<file path="src/rtl/core/kufb_ram.sv">
// ----------------------------------------------------------------------------
// kufb_ram: generic single-write, single-read RAM
// One write port and one read port; the read data is registered.
// ----------------------------------------------------------------------------
module kufb_ram #(
  parameter int unsigned Width = 8,
  parameter int unsigned Depth = 16,
  localparam int unsigned AddrW = (Depth > 1) ? $clog2(Depth) : 1
) (
  input  logic             clk_i,
  input  logic             we_i,
  input  logic [AddrW-1:0] waddr_i,
  input  logic [Width-1:0] wdata_i,
  input  logic [AddrW-1:0] raddr_i,
  output logic [Width-1:0] rdata_o
);

  logic [Width-1:0] mem_q [Depth];
  logic [Width-1:0] rdata_q;

  // Write port.
  always_ff @(posedge clk_i) begin
    if (we_i) begin
      mem_q[waddr_i] <= wdata_i;
    end
  end

  // Registered read port.
  always_ff @(posedge clk_i) begin
    rdata_q <= mem_q[raddr_i];
  end

  assign rdata_o = rdata_q;

endmodule

</file>
<file path="config.mk">
export PLATFORM = sky130hd
export DESIGN_NAME = kufb_ram
export DESIGN_NICKNAME = d
export VERILOG_FILES = /design/src/rtl/core/kufb_ram.sv
export SDC_FILE = /design/constraint.sdc
export NUM_CORES = 1
export LEC_CHECK = 0
export BUFFER_PORTS_ARGS = -buffer_cell sky130_fd_sc_hd__buf_4
export CORE_ASPECT_RATIO = 0.8
export CORE_MARGIN = 10
export CORE_UTILIZATION = 55
export DETAILED_ROUTE_END_ITERATION = 16
export HOLD_SLACK_MARGIN = 0.15
export PLACE_DENSITY = 0.73
export SYNTH_ARGS = -nofsm -noshare
export SYNTH_HDL_FRONTEND = slang
export SYNTH_SLANG_ARGS = --single-unit
</file>
<file path="constraint.sdc">
create_clock -name clk_i -period 2.4 [get_ports clk_i]
set_clock_uncertainty 0.15 [all_clocks]
set_input_delay 0.48 -clock clk_i [delete_from_list [all_inputs] [get_ports clk_i]]
set_output_delay 0.48 -clock clk_i [all_outputs]
set_load 0.005 [all_outputs]
</file>
==> results.ini <==
[sta]
post-route-min-period_ns = 1.68
final_max_slew_viol_count = 0
fmax_mhz = 596
slew_headroom = 0.509
finalCritPeriodShare = 0.699
tns_ns = 0
worst_pin_slew_ns = 0.734
hold_viol = 0
rsz0062_at_grt = no
finalSetupViolCount = 0

[synth]
synthCells = 229
syn_avg_cell_area_um2 = 22.5
yosysWarningCount = 0
synth_cell_type_count = 19
ys_seq_elements = 136
synth_top_area_frac = 0.747
yosys.area.top_type = edfxtp_1
ys_seq_area_frac = 0.778
syn_area_um2 = 5150
syn-num-nets = 247
yosys-top-cells-area = edfxtp_1, mux4_2, mux4_1, dfxtp_1, a22oi_1

[floorplanning]
die_w_um = 128
core_um2 = 9080
start_util = 0.567
die_y_um = 107
rows = 31
die-area_um2 = 13700
pin_count = 26

[cells_and_area]
fill_cells = 598
fin_nets = 299
drive_above_1_share = 0.293
final_util = 0.674
diodes = 0
area_delta_synth_final_pct = 18.8

[critical_path]
endpoint_kind = register
critPathKind = input pin to register
worst_path_largest_cell_delay_ns = 0.59
cp_cell_sequence = buf_4 > buf_12 > mux4_1 > a22oi_1 > nand2_1
worstPathArrival_ns = 1.82
cpMaxStageDelayCell = mux4_1
critPathLaunch = raddr_i[0]
critical_path.top_delay_family = multiplexers
startpoint_type = input pin
required_ns = 2.54
cp.buffers_inverters = 2
worstPathMaxFanout = 32
r2r_start = mem_q[1][0]

[clock_network]
clk_pin_slew_ns = 0.05
numCtsBuffers = 17
cts_buffer_depth = 2
h-tree-depth = 4
numClockSinks = 136
root_buffer = clkbuf_16
postCtsHoldBufs = 0
cts_tree = done
clk_latency_ns = 0.42
cts_resized = 0
post_cts_buffers = 0

[power]
clock_power_share = 0.464
leakagePower_nw = 2.08
peakVddDrop_mv = 0.679
seqPwrFrac = 0.490
pwr-share-comb = 0.047
powerDensity_nw_per_um2 = 894
swShare = 0.194
internal_power_mw = 4.40
p_sw_mw = 1.06

[global_routing]
grt_pass1_vias = 2592
grt_max_degree = 33
antenna_found_initial = 0
grt_util_all_layers = 0.158
overflow = 0
grt_pass1_wl_um = 15500

[run_status]
status = finished, final reports clean

[route]
wl_per_cell_um = 24.8
drt-initial-drc-count = 198
vias = 2476
viasPerCell = 6.05
first_pass_iters = 4
postRouteAntennaNets = 0
wirelength_um = 10100
drc = 0

[worst_hold_path]
min_from = wdata_i[0]
hold_class = input pin to register

[flow_run]
max_cap_violations = 0

[place]
gp_congestion = 0.759
io_buffers = 25
place_hpwl_um = 6220

layout by cell type (no fill, tap or decap):
| master | Yosys | layout |
|---|---|---|
| buf_4 | 1 | 42 |
| clkbuf_16 | 0 | 17 |
| nand2_1 | 9 | 9 |
| and2_1 | 1 | 1 |
| and2b_1 | 1 | 1 |
| dfxtp_1 | 8 | 8 |
| a22oi_1 | 16 | 16 |
| mux4_2 | 18 | 18 |
| nand3b_1 | 2 | 2 |
| bufinv_16 | 0 | 3 |
| nand2b_1 | 2 | 2 |
| clkinvlp_4 | 0 | 4 |
| nand3_1 | 1 | 1 |
| nor3_1 | 4 | 4 |
| clkbuf_1 | 0 | 7 |
| edfxtp_1 | 128 | 128 |
| or3b_2 | 1 | 1 |
| mux4_1 | 14 | 14 |
| nor2b_1 | 1 | 1 |
| nor2_1 | 13 | 13 |
| clkinv_1 | 0 | 1 |
| buf_12 | 0 | 1 |
cell families (layout without fill, tap and decap cells):
family	after synthesis	after routing	share of synthesized area
flops	136	136	0.778
mux	32	32	0.150
simple gates	35	35	0.0318
compound gates	16	16	0.0233
buf+inv	10	75	0.0168
layer usage:
layer | vias up | part of all wire | GRT usage | routed length [um]
met1 | 1314 | 0.46 | 0.221 | 4650
met3 | 10 | 0.064 | 0.0561 | 647
li1 | 1078 | - | - | -
met4 | 0 | 0.0094 | 0.0546 | 95
met5 | - | 0 | 0 | 0
met2 | 74 | 0.47 | 0.224 | 4740
Yosys cell counts (all sizes together):
library cell and n:
edfxtp 128, mux4 32, a22oi 16, nor2 13
nand2 9, dfxtp 8, buf 7, nor3 4
clkdlybuf4s25 3, nand2b 2, nand3b 2, and2 1
and2b 1, nand3 1, nor2b 1, or3b 1
worst paths after layout:
path | slack (ns) | depth (start not counted) | endpoint
worst max-delay path | 0.72 | 5 | rdata_o[0]
worst min-delay path | 0.22 | 1 | mem_q[12][0]
worst max register to register | 0.88 | 3 | rdata_o[0]
worst min register to register | 0.53 | 3 | rdata_o[1]
cell type report:
| type | count | area (um^2) | share of cell area |
|---|---|---|---|
| Clock inverter | 8 | 124 | 0.0203 |
| Multi-Input combinational cell | 83 | 1060 | 0.173 |
| Clock buffer | 24 | 452 | 0.0739 |
| Timing Repair Buffer | 43 | 335 | 0.0548 |
| Sequential cell | 136 | 4000 | 0.655 |
| Tap cell | 115 | 144 | 0.0235 |
power by group through the flow:
stage                     registers (mW)  clock network, mW  logic (mW)
final                               2.68               2.54       0.254
after global routing                2.68               2.67       0.280
after CTS                           2.68               2.56       0.261
after detailed placement            2.72                  0       0.260
after global placement              2.72                  0       0.252
after floorplan                     2.72                  0       0.135
flip-flops by register name, summed over array words and instances (netlist names):
| name | flops |
|---|---|
| rdata_o | 8 |
| mem_q | 128 |
metrics by stage:
stage | std cells | power (mW) | hold slack, ns | setup slack [ns] | area (um^2)
after global placement | 377 | 2.97 | 0.505 | 0.332 | 5540
after detailed placement | 377 | 2.98 | 0.523 | 0.305 | 5540
after CTS | 409 | 5.50 | 0.221 | 0.741 | 6120
after floorplan | 229 | 2.85 | 0.429 | 0.277 | 5150
after global routing | 409 | 5.63 | 0.234 | 0.647 | 6120
final | 409 | 5.47 | 0.223 | 0.721 | 6120
Note: power is estimated with default switching activity, not from simulation.
